### config.mk
export PLATFORM = sky130hd
export DESIGN_NAME = queue_with_move_to_back
export DESIGN_NICKNAME = d
export VERILOG_FILES = /design/src/design/qwmb_pkg.sv /design/src/design/qwmb_ram.sv /design/src/design/qwmb_ctrl.sv /design/src/design/qwmb_dp.sv /design/src/design/queue_with_move_to_back.sv
export SDC_FILE = /design/constraint.sdc
export NUM_CORES = 1
export LEC_CHECK = 0
export ABC_AREA = 1
export CAP_MARGIN = 20
export CORE_MARGIN = 2
export CORE_UTILIZATION = 25
export CTS_CLUSTER_DIAMETER = 120
export DETAILED_ROUTE_END_ITERATION = 10
export DONT_BUFFER_PORTS = 1
export GPL_ROUTABILITY_DRIVEN = 0
export PLACE_DENSITY = 0.41
export SETUP_SLACK_MARGIN = 0.2
export SYNTH_ARGS = -nofsm -noshare
export SYNTH_HDL_FRONTEND = slang
export SYNTH_SLANG_ARGS = --single-unit
### constraint.sdc
create_clock -name clock -period 5 [get_ports clock]
set_input_delay 1 -clock clock [delete_from_list [all_inputs] [get_ports clock]]
set_output_delay 1 -clock clock [all_outputs]
set_load 0.02 [all_outputs]
### src/design/qwmb_pkg.sv
// Shared types, constants and helpers for the move-to-tail key queue.
package qwmb_pkg;

   // Queue geometry
   localparam int QUEUE_DEPTH = 16;
   localparam int KEY_WIDTH   = 32;
   localparam int ADDR_W      = $clog2(QUEUE_DEPTH);
   localparam int COUNT_W     = $clog2(QUEUE_DEPTH + 1);

   // Command codes; code 3 is unused and treated as a no-op
   typedef enum logic [1:0] {
      CMD_PUSH  = 2'd0,
      CMD_ADMIT = 2'd1,
      CMD_MOVE  = 2'd2
   } cmd_type;

   // Result status codes
   typedef enum logic [1:0] {
      ST_OK        = 2'd0,
      ST_EMPTY     = 2'd1,
      ST_NOT_FOUND = 2'd2,
      ST_FULL      = 2'd3
   } status_type;

   // Controller states
   typedef enum logic [2:0] {
      S_IDLE,
      S_DECODE,
      S_ADMIT,
      S_SEARCH,
      S_SHIFT,
      S_TAIL
   } state_type;

   // Read offset select: head entry or entry after the scan index
   typedef enum logic {
      RD_HEAD,
      RD_NEXT
   } rd_sel_type;

   // Write select: append at tail, shift down one, or re-append moved key
   typedef enum logic [1:0] {
      WR_PUSH,
      WR_SHIFT,
      WR_TAIL
   } wr_sel_type;

   // Result key select
   typedef enum logic [1:0] {
      KEY_ZERO,
      KEY_READ,
      KEY_HELD
   } key_sel_type;

   // Request and result payloads
   typedef struct packed {
      logic [1:0]           command;
      logic [KEY_WIDTH-1:0] key;
   } req_type;

   typedef struct packed {
      status_type           status;
      logic [KEY_WIDTH-1:0] out_key;
      logic [COUNT_W-1:0]   queue_count;
   } rsp_type;

   // Controller to datapath commands
   typedef struct packed {
      logic        latch;
      logic        idx_clear;
      logic        idx_inc;
      rd_sel_type  rd_sel;
      logic        wr_en;
      wr_sel_type  wr_sel;
      logic        head_inc;
      logic        count_inc;
      logic        count_dec;
      logic        rsp_en;
      status_type  rsp_status;
      key_sel_type key_sel;
   } ctrl_type;

   // Datapath to controller status
   typedef struct packed {
      logic [1:0] command;
      logic       full;
      logic       empty;
      logic       match;
      logic       last;
   } stat_type;

   // Circular address of the entry at offset off from base
   function automatic logic [ADDR_W-1:0] wrap_addr(input logic [ADDR_W-1:0] base,
                                                   input logic [COUNT_W-1:0] off);
      logic [COUNT_W:0] sum;
      sum = (COUNT_W+1)'(base) + (COUNT_W+1)'(off);
      if (sum >= (COUNT_W+1)'(QUEUE_DEPTH)) begin
         sum = sum - (COUNT_W+1)'(QUEUE_DEPTH);
      end
      return sum[ADDR_W-1:0];
   endfunction

endpackage

### src/design/qwmb_ram.sv
// Generic simple dual-port RAM with one write port and a registered read port.
module qwmb_ram #(
   parameter int WIDTH = 32,
   parameter int DEPTH = 16
) (
   input  logic                     clock,
   input  logic                     wr_en,
   input  logic [$clog2(DEPTH)-1:0] wr_addr,
   input  logic [WIDTH-1:0]         wr_data,
   input  logic [$clog2(DEPTH)-1:0] rd_addr,
   output logic [WIDTH-1:0]         rd_data
);

   logic [WIDTH-1:0] mem_ff [DEPTH];
   logic [WIDTH-1:0] rd_data_ff;

   // Write and read, read data registered
   always_ff @(posedge clock) begin
      if (wr_en) begin
         mem_ff[wr_addr] <= wr_data;
      end
      rd_data_ff <= mem_ff[rd_addr];
   end

   assign rd_data = rd_data_ff;

endmodule

### src/design/qwmb_ctrl.sv
// Controller state machine sequencing push, admit and move over the datapath.
module qwmb_ctrl (
   input  logic               clock,
   input  logic               reset,
   input  logic               start,
   output logic               busy,
   input  qwmb_pkg::stat_type stat,
   output qwmb_pkg::ctrl_type ctrl
);

   qwmb_pkg::state_type state_ff;
   qwmb_pkg::state_type state_in;

   // Hold state
   always_ff @(posedge clock) begin
      if (reset) begin
         state_ff <= qwmb_pkg::S_IDLE;
      end else begin
         state_ff <= state_in;
      end
   end

   // Next state
   always_comb begin
      state_in = state_ff;
      unique case (state_ff)
         qwmb_pkg::S_IDLE: begin
            if (start) begin
               state_in = qwmb_pkg::S_DECODE;
            end
         end
         qwmb_pkg::S_DECODE: begin
            case (stat.command)
               qwmb_pkg::CMD_ADMIT: begin
                  state_in = stat.empty ? qwmb_pkg::S_IDLE : qwmb_pkg::S_ADMIT;
               end
               qwmb_pkg::CMD_MOVE: begin
                  state_in = stat.empty ? qwmb_pkg::S_IDLE : qwmb_pkg::S_SEARCH;
               end
               default: begin
                  state_in = qwmb_pkg::S_IDLE;
               end
            endcase
         end
         qwmb_pkg::S_ADMIT: begin
            state_in = qwmb_pkg::S_IDLE;
         end
         qwmb_pkg::S_SEARCH: begin
            if (stat.match) begin
               state_in = stat.last ? qwmb_pkg::S_IDLE : qwmb_pkg::S_SHIFT;
            end else if (stat.last) begin
               state_in = qwmb_pkg::S_IDLE;
            end
         end
         qwmb_pkg::S_SHIFT: begin
            if (stat.last) begin
               state_in = qwmb_pkg::S_TAIL;
            end
         end
         qwmb_pkg::S_TAIL: begin
            state_in = qwmb_pkg::S_IDLE;
         end
         default: begin
            state_in = qwmb_pkg::S_IDLE;
         end
      endcase
   end

   // Outputs
   always_comb begin
      ctrl            = '0;
      ctrl.rd_sel     = qwmb_pkg::RD_HEAD;
      ctrl.wr_sel     = qwmb_pkg::WR_PUSH;
      ctrl.rsp_status = qwmb_pkg::ST_OK;
      ctrl.key_sel    = qwmb_pkg::KEY_ZERO;
      busy            = 1'b1;
      unique case (state_ff)
         qwmb_pkg::S_IDLE: begin
            busy       = 1'b0;
            ctrl.latch = start;
         end
         qwmb_pkg::S_DECODE: begin
            case (stat.command)
               qwmb_pkg::CMD_PUSH: begin
                  ctrl.rsp_en = 1'b1;
                  if (stat.full) begin
                     ctrl.rsp_status = qwmb_pkg::ST_FULL;
                  end else begin
                     ctrl.wr_en     = 1'b1;
                     ctrl.count_inc = 1'b1;
                  end
               end
               qwmb_pkg::CMD_ADMIT: begin
                  if (stat.empty) begin
                     ctrl.rsp_en     = 1'b1;
                     ctrl.rsp_status = qwmb_pkg::ST_EMPTY;
                  end
               end
               qwmb_pkg::CMD_MOVE: begin
                  ctrl.idx_clear = 1'b1;
                  if (stat.empty) begin
                     ctrl.rsp_en     = 1'b1;
                     ctrl.rsp_status = qwmb_pkg::ST_NOT_FOUND;
                  end
               end
               default: begin
                  ctrl.rsp_en = 1'b1;
               end
            endcase
         end
         qwmb_pkg::S_ADMIT: begin
            ctrl.rsp_en    = 1'b1;
            ctrl.key_sel   = qwmb_pkg::KEY_READ;
            ctrl.head_inc  = 1'b1;
            ctrl.count_dec = 1'b1;
         end
         qwmb_pkg::S_SEARCH: begin
            ctrl.rd_sel  = qwmb_pkg::RD_NEXT;
            ctrl.idx_inc = 1'b1;
            if (stat.match && stat.last) begin
               ctrl.rsp_en  = 1'b1;
               ctrl.key_sel = qwmb_pkg::KEY_HELD;
            end else if (!stat.match && stat.last) begin
               ctrl.rsp_en     = 1'b1;
               ctrl.rsp_status = qwmb_pkg::ST_NOT_FOUND;
            end
         end
         qwmb_pkg::S_SHIFT: begin
            ctrl.rd_sel  = qwmb_pkg::RD_NEXT;
            ctrl.idx_inc = 1'b1;
            ctrl.wr_en   = 1'b1;
            ctrl.wr_sel  = qwmb_pkg::WR_SHIFT;
         end
         qwmb_pkg::S_TAIL: begin
            ctrl.wr_en   = 1'b1;
            ctrl.wr_sel  = qwmb_pkg::WR_TAIL;
            ctrl.rsp_en  = 1'b1;
            ctrl.key_sel = qwmb_pkg::KEY_HELD;
         end
         default: begin
            busy = 1'b1;
         end
      endcase
   end

endmodule

### src/design/qwmb_dp.sv
// Datapath: circular key store, head/count/index registers and result register.
module qwmb_dp (
   input  logic               clock,
   input  logic               reset,
   input  qwmb_pkg::req_type  req_data,
   input  qwmb_pkg::ctrl_type ctrl,
   output qwmb_pkg::stat_type stat,
   output logic               rsp_strobe,
   output qwmb_pkg::rsp_type  rsp_data
);

   logic [1:0]                      cmd_ff;
   logic [qwmb_pkg::KEY_WIDTH-1:0]  key_ff;
   logic [qwmb_pkg::ADDR_W-1:0]     head_ff;
   logic [qwmb_pkg::COUNT_W-1:0]    count_ff;
   logic [qwmb_pkg::COUNT_W-1:0]    idx_ff;
   logic [qwmb_pkg::COUNT_W-1:0]    idx_in;
   logic                            rsp_strobe_ff;
   qwmb_pkg::status_type            rsp_status_ff;
   logic [qwmb_pkg::KEY_WIDTH-1:0]  rsp_key_ff;
   logic [qwmb_pkg::KEY_WIDTH-1:0]  rsp_key_in;

   logic [qwmb_pkg::COUNT_W-1:0]    rd_off;
   logic [qwmb_pkg::COUNT_W-1:0]    wr_off;
   logic [qwmb_pkg::ADDR_W-1:0]     rd_addr;
   logic [qwmb_pkg::ADDR_W-1:0]     wr_addr;
   logic [qwmb_pkg::KEY_WIDTH-1:0]  wr_data;
   logic [qwmb_pkg::KEY_WIDTH-1:0]  rd_data;

   // Latch the request on transfer
   always_ff @(posedge clock) begin
      if (ctrl.latch) begin
         cmd_ff <= req_data.command;
         key_ff <= req_data.key;
      end
   end

   // Advance head, count and scan index
   always_ff @(posedge clock) begin
      if (reset) begin
         head_ff  <= '0;
         count_ff <= '0;
      end else begin
         if (ctrl.head_inc) begin
            head_ff <= qwmb_pkg::wrap_addr(head_ff, qwmb_pkg::COUNT_W'(1));
         end
         if (ctrl.count_inc) begin
            count_ff <= count_ff + qwmb_pkg::COUNT_W'(1);
         end else if (ctrl.count_dec) begin
            count_ff <= count_ff - qwmb_pkg::COUNT_W'(1);
         end
      end
   end

   always_comb begin
      idx_in = idx_ff;
      if (ctrl.idx_clear) begin
         idx_in = '0;
      end else if (ctrl.idx_inc) begin
         idx_in = idx_ff + qwmb_pkg::COUNT_W'(1);
      end
   end

   always_ff @(posedge clock) begin
      idx_ff <= idx_in;
   end

   // Select read and write offsets from the head
   assign rd_off = (ctrl.rd_sel == qwmb_pkg::RD_NEXT) ? idx_ff + qwmb_pkg::COUNT_W'(1) : '0;

   always_comb begin
      wr_off  = count_ff;
      wr_data = key_ff;
      case (ctrl.wr_sel)
         qwmb_pkg::WR_SHIFT: begin
            wr_off  = idx_ff - qwmb_pkg::COUNT_W'(1);
            wr_data = rd_data;
         end
         qwmb_pkg::WR_TAIL: begin
            wr_off = count_ff - qwmb_pkg::COUNT_W'(1);
         end
         default: begin
            wr_off = count_ff;
         end
      endcase
   end

   assign rd_addr = qwmb_pkg::wrap_addr(head_ff, rd_off);
   assign wr_addr = qwmb_pkg::wrap_addr(head_ff, wr_off);

   qwmb_ram #(
      .WIDTH (qwmb_pkg::KEY_WIDTH),
      .DEPTH (qwmb_pkg::QUEUE_DEPTH)
   ) u_ram (
      .clock   (clock),
      .wr_en   (ctrl.wr_en),
      .wr_addr (wr_addr),
      .wr_data (wr_data),
      .rd_addr (rd_addr),
      .rd_data (rd_data)
   );

   // Status back to the controller
   assign stat.command = cmd_ff;
   assign stat.full    = (count_ff == qwmb_pkg::COUNT_W'(qwmb_pkg::QUEUE_DEPTH));
   assign stat.empty   = (count_ff == '0);
   assign stat.match   = (rd_data == key_ff);
   assign stat.last    = (idx_ff == count_ff - qwmb_pkg::COUNT_W'(1));

   // Result register and strobe
   always_comb begin
      case (ctrl.key_sel)
         qwmb_pkg::KEY_READ: rsp_key_in = rd_data;
         qwmb_pkg::KEY_HELD: rsp_key_in = key_ff;
         default:            rsp_key_in = '0;
      endcase
   end

   always_ff @(posedge clock) begin
      if (reset) begin
         rsp_strobe_ff <= 1'b0;
      end else begin
         rsp_strobe_ff <= ctrl.rsp_en;
      end
   end

   always_ff @(posedge clock) begin
      if (ctrl.rsp_en) begin
         rsp_status_ff <= ctrl.rsp_status;
         rsp_key_ff    <= rsp_key_in;
      end
   end

   // Count is final by the time the result is shown
   assign rsp_strobe           = rsp_strobe_ff;
   assign rsp_data.status      = rsp_status_ff;
   assign rsp_data.out_key     = rsp_key_ff;
   assign rsp_data.queue_count = count_ff;

endmodule

### src/design/queue_with_move_to_back.sv
// Top level of the ordered key queue with move-to-tail.
//
// Request channel: drive req_data (command and key) with start high; the
// transfer happens at a clock edge where start is high and busy is low.
// Commands: push appends the key at the tail, admit removes the head and
// returns its key, move finds the first entry equal to the key (from the
// head), pulls it out and re-appends it at the tail.
// Result channel: exactly one result per request, shown on rsp_data for one
// cycle with rsp_strobe high. The receiver cannot stall; it must take it.
// Push, no-op and refused commands (full push, empty admit, move on an empty
// queue) are answered from the decode state; admit first reads the head. A
// move searches from the head to the match, closes the gap entry by entry
// and re-appends the key; when the key is missing or at the tail it ends
// with the search. The search reads one entry a cycle, and closing the gap
// moves one entry a cycle; both are set by the single read port of the key RAM.
// busy is high from the transfer until the result cycle; a new request can
// be taken in the same cycle that the result is shown.
// Reset (synchronous, active high) empties the queue; the key RAM is not
// cleared since read data from entries that are not held is never used.
module queue_with_move_to_back (
   input  logic              clock,
   input  logic              reset,
   input  logic              start,
   output logic              busy,
   input  qwmb_pkg::req_type req_data,
   output logic              rsp_strobe,
   output qwmb_pkg::rsp_type rsp_data
);

   qwmb_pkg::ctrl_type ctrl;
   qwmb_pkg::stat_type stat;

   qwmb_ctrl u_ctrl (
      .clock (clock),
      .reset (reset),
      .start (start),
      .busy  (busy),
      .stat  (stat),
      .ctrl  (ctrl)
   );

   qwmb_dp u_dp (
      .clock      (clock),
      .reset      (reset),
      .req_data   (req_data),
      .ctrl       (ctrl),
      .stat       (stat),
      .rsp_strobe (rsp_strobe),
      .rsp_data   (rsp_data)
   );

endmodule

==> run summary <==
================================================================================
Status                                                              finished clean
Startpoint of the worst register-to-register path                   u_ctrl.state_ff[2]
Number of different library cells in the post-synthesis netlist               31
Input/output buffers                                                           0
PwrDens                                                             375.3 nW/um2
Seq/Total Area, Yosys                                                     70.86%
Count of final setup violators                                                 0
Number of clock buffers inserted by TritonCTS                                 74
Leading post-synthesis cells by cell area                           sky130_fd_sc_hd__edfxtp_1 67%, sky130_fd_sc_hd__mux2i_1 4.9%, sky130_fd_sc_hd__a21oi_1 4.6%
Total vias in the final route                                              15850
Cell count of the worst reg-to-reg path                                       16
Worst Path Buf+Inv                                                             5
Netlist area before placement                                          25990 um2
Number of enable-type register cells in the synthesized netlist              580
Number of global-route vias before repair                                  15510
Clk buf depth                                                                  3
Final net count                                                             2180
Final critical delay including setup and external delays                4.250 ns
Combinational cell fraction of total power                                  3.3%
Filler cells                                                               10510
Net count of the mapped netlist                                             2129
Switching power share of the total                                        21.87%
CTS resizes                                                                    0
Worst Hold End                                                      u_dp.count_ff[2]
Synthesized instance count                                                  2069
Leakage                                                                 10.29 nW
Worst Tran Pin Value                                                    1.053 ns
Number of hold-repair buffers added at the cts stage                           0
Top delay family on crit path                                       simple AND/OR/NAND/NOR gates
Post-synthesis register bit count                                            630
Root Driver                                                         sky130_fd_sc_hd__clkbuf_16
Total grt overflow                                                             0
Relative area change from synthesis to final layout                       17.71%
Commonest cells in the netlist                                      580 x sky130_fd_sc_hd__edfxtp_1, 240 x sky130_fd_sc_hd__inv_1, 239 x sky130_fd_sc_hd__a21oi_1, 239 x sky130_fd_sc_hd__nand2_1, 233 x sky130_fd_sc_hd__o21ai_0
Initial antenna violation count                                               14
Worst stage delay on the critical path                                   0.51 ns
Peak fanout along the critical path                                           32
Detail Route Antenna Nets                                                      0
Most instantiated library cell after synthesis                      sky130_fd_sc_hd__edfxtp_1
Diodes inserted                                                                0
Area used by sequential logic in the layout                            18420 um2
Slowest library cell on the worst path                              sky130_fd_sc_hd__buf_4
Post-synth top flop                                                 sky130_fd_sc_hd__edfxtp_1
Setup WS post-layout                                                   0.7499 ns
Num rows                                                                     118
Clock insertion delay at the later pin of the skew report                0.62 ns
Number of max-capacitance violations reported                                  0
Setup tns final                                                             0 ns
Reg power frac                                                             51.6%
Detailed placer's ending HPWL                                           44760 um
Crit path capture type                                                      flop
Fraction of post-synthesis cell area in the top cell type by area         67.01%
Total die area                                                        106600 um2
Type of the setup path with the least slack                         flop to flop
Ys async rst share                                                            0%
Multi-input logic area                                                  6421 um2
Post-DR vias/cell                                                          4.450
Clock-pin slew on the worst setup and hold paths                         0.06 ns
Starting DRC count in detailed routing                                      1230
Setup repair after global routing missed its margin                           no
Final Hold Viols                                                               0
Synthesis warning total                                                        0
Layout cell share with drive strength beyond 1                            10.32%
Worst clock skew                                                      0.02617 ns
Total I/O pin count                                                           78
Number of remaining DRC errors                                                 0
Pre-CTS worst setup slack                                              0.7467 ns
Yosys top cell by area                                              sky130_fd_sc_hd__edfxtp_1
Nature of the critical path startpoint                                      flop
Internal power                                                          8.972 mW
Net Switching                                                           2.511 mW
TritonCTS clock tree                                                       built
Hold Crit Start                                                            reset
Die width                                                               326.4 um
Tcrit/Tclk final                                                          85.00%
Largest net degree at the start of global routing                             65
Clk network pwr share                                                      45.0%
Register-to-register setup slack                                         0.75 ns
Worst endpoint required time                                             5.24 ns
Initial standard-cell utilization of the core                             25.15%
Core area                                                             103300 um2
Mapped Avg Cell Area                                                   12.56 um2
DRT Pass-1 Iters                                                               5
Capture instance of the worst register-to-register path             u_dp.u_ram.mem_ff[4][28]
Vertical die dimension                                                  326.4 um
Max Freq                                                               235.3 MHz
H-tree depth reported by CTS                                                   3
Post CTS Setup Buffer Count                                                    0
Cell Chain, Critical Path                                           inv_2, nor3_1, inv_1, ha_2, inv_1, o21ai_0, inv_1, ha_1, a21oi_1, nand2_1, xor2_1, or2_2, nand2_1, nand2_1, nor2_4, buf_4
Wire length of the first global-routing pass                           105000 um
Number of sinks driven by the clock tree                                     630
Worst hold path type                                                input pin to flop
Worst-case vdd ir drop                                               0.0002472 V
Final wirelength                                                        71270 um
Drt wl/cell                                                             20.01 um
Worst Hold Depth                                                               1
Number of pins exceeding their max-slew limit in the final report              0
Max-Slew Margin vs Limit                                                  29.35%
Arrival time at the worst endpoint                                       4.49 ns
Global-route total usage across every layer                               13.22%
================================================================================
[layer usage]
layer,GRT usage (%),part of all wire (%),routed length [um]
met5,0,0.18,127
met4,3.710,2.0,1396
met3,3.297,5.9,4189
met2,20.71,45,32090
met1,18.14,47,33460
[final cells by class]
| class | instances | area share (%) |
|---|---|---|
| sequential | 630 | 60.20 |
| clock inverter | 36 | 0.8793 |
| clock buffer | 101 | 6.789 |
| multi-input combinational | 1089 | 20.99 |
| inverter | 244 | 2.994 |
| tap | 1380 | 5.644 |
| timing repair buffer | 81 | 2.503 |
[placed cells by master, fill, tap and decap left out, types with 2 or more instances in the layout]
master,n
sky130_fd_sc_hd__clkinv_4,3
sky130_fd_sc_hd__o22ai_1,34
sky130_fd_sc_hd__dfxtp_1,50
sky130_fd_sc_hd__o21ai_0,205
sky130_fd_sc_hd__nand3_1,34
sky130_fd_sc_hd__nand2_1,238
sky130_fd_sc_hd__nand4_1,4
sky130_fd_sc_hd__o21ai_2,4
sky130_fd_sc_hd__a21oi_1,239
sky130_fd_sc_hd__inv_1,240
sky130_fd_sc_hd__o21ai_1,24
sky130_fd_sc_hd__clkinv_8,4
sky130_fd_sc_hd__clkbuf_1,18
sky130_fd_sc_hd__nor2_4,17
sky130_fd_sc_hd__nor3_1,5
sky130_fd_sc_hd__mux2i_1,128
sky130_fd_sc_hd__nor2_1,41
sky130_fd_sc_hd__a211oi_1,2
sky130_fd_sc_hd__o211ai_1,65
sky130_fd_sc_hd__a31oi_1,3
sky130_fd_sc_hd__clkinv_2,10
sky130_fd_sc_hd__clkbuf_8,6
sky130_fd_sc_hd__xor2_1,7
sky130_fd_sc_hd__bufinv_16,2
sky130_fd_sc_hd__buf_12,12
sky130_fd_sc_hd__nor2_2,2
sky130_fd_sc_hd__buf_6,2
sky130_fd_sc_hd__inv_2,4
sky130_fd_sc_hd__xor2_4,2
sky130_fd_sc_hd__a221o_1,3
sky130_fd_sc_hd__ha_1,17
sky130_fd_sc_hd__clkinv_1,16
sky130_fd_sc_hd__clkbuf_16,77
sky130_fd_sc_hd__buf_4,67
sky130_fd_sc_hd__or2_2,3
sky130_fd_sc_hd__ha_2,3
sky130_fd_sc_hd__edfxtp_1,580
[flip-flops by register name, summed over array words and instances (netlist names), 3 cells and up]
register            flops
u_dp.u_ram.mem_ff     512
u_dp.key_ff            32
u_dp.rsp_key_ff        32
u_dp.u_ram.rd_data     32
u_dp.count_ff           5
u_dp.idx_ff             5
u_dp.head_ff            4
u_ctrl.state_ff         3
[worst max-delay path by stage]
stage | cells past startpoint | startpoint | to
2_1_floorplan | 16 | u_ctrl.state_ff[2] | u_dp.u_ram.mem_ff[0][0]
3_3_place_gp | 16 | u_ctrl.state_ff[2] | u_dp.u_ram.mem_ff[5][27]
3_5_place_dp | 16 | u_ctrl.state_ff[2] | u_dp.u_ram.mem_ff[5][26]
4_1_cts | 16 | u_ctrl.state_ff[2] | u_dp.u_ram.mem_ff[5][27]
5_1_grt | 16 | u_ctrl.state_ff[2] | u_dp.u_ram.mem_ff[5][27]
6_report | 16 | u_ctrl.state_ff[2] | u_dp.u_ram.mem_ff[4][28]
[power groups by stage]
stage | clock (mW) | combinational, mW | sequential [mW]
finish | 5.17 | 0.381 | 5.93
global placement | 0 | 0.376 | 6.04
detailed placement | 0 | 0.387 | 6.04
CTS | 5.35 | 0.389 | 5.93
floorplan | 0 | 0.213 | 6.02
global route | 5.54 | 0.429 | 5.94
[through the flow]
step / instances / power (mW) / hold slack, ns / utilization, % / area (um2)
finish: 3561 / 11.48 / 0.4608 / 29.60 / 30590
global route: 3561 / 11.91 / 0.4356 / 29.60 / 30590
CTS: 3558 / 11.67 / 0.4190 / 29.57 / 30560
detailed placement: 3421 / 6.427 / 0.5192 / 27.30 / 28210
global placement: 3416 / 6.417 / 0.5174 / 27.25 / 28170
floorplan: 2069 / 6.229 / 0.4743 / - / 25990
[logic make-up (layout without fill, tap and decap cells)]
kind of cell    count (synthesis)  count (layout)  share of synthesized area (%)
compound gates                582             582                          12.16
mux                           129             129                          4.973
fa+ha+maj                      23              23                          1.165
xor+xnor                        9               9                         0.3755
flops                         630             630                          70.86
buf+inv                       350             462                          5.170
simple gates                  346             346                          5.295
Power figures use the tool's default switching activity.
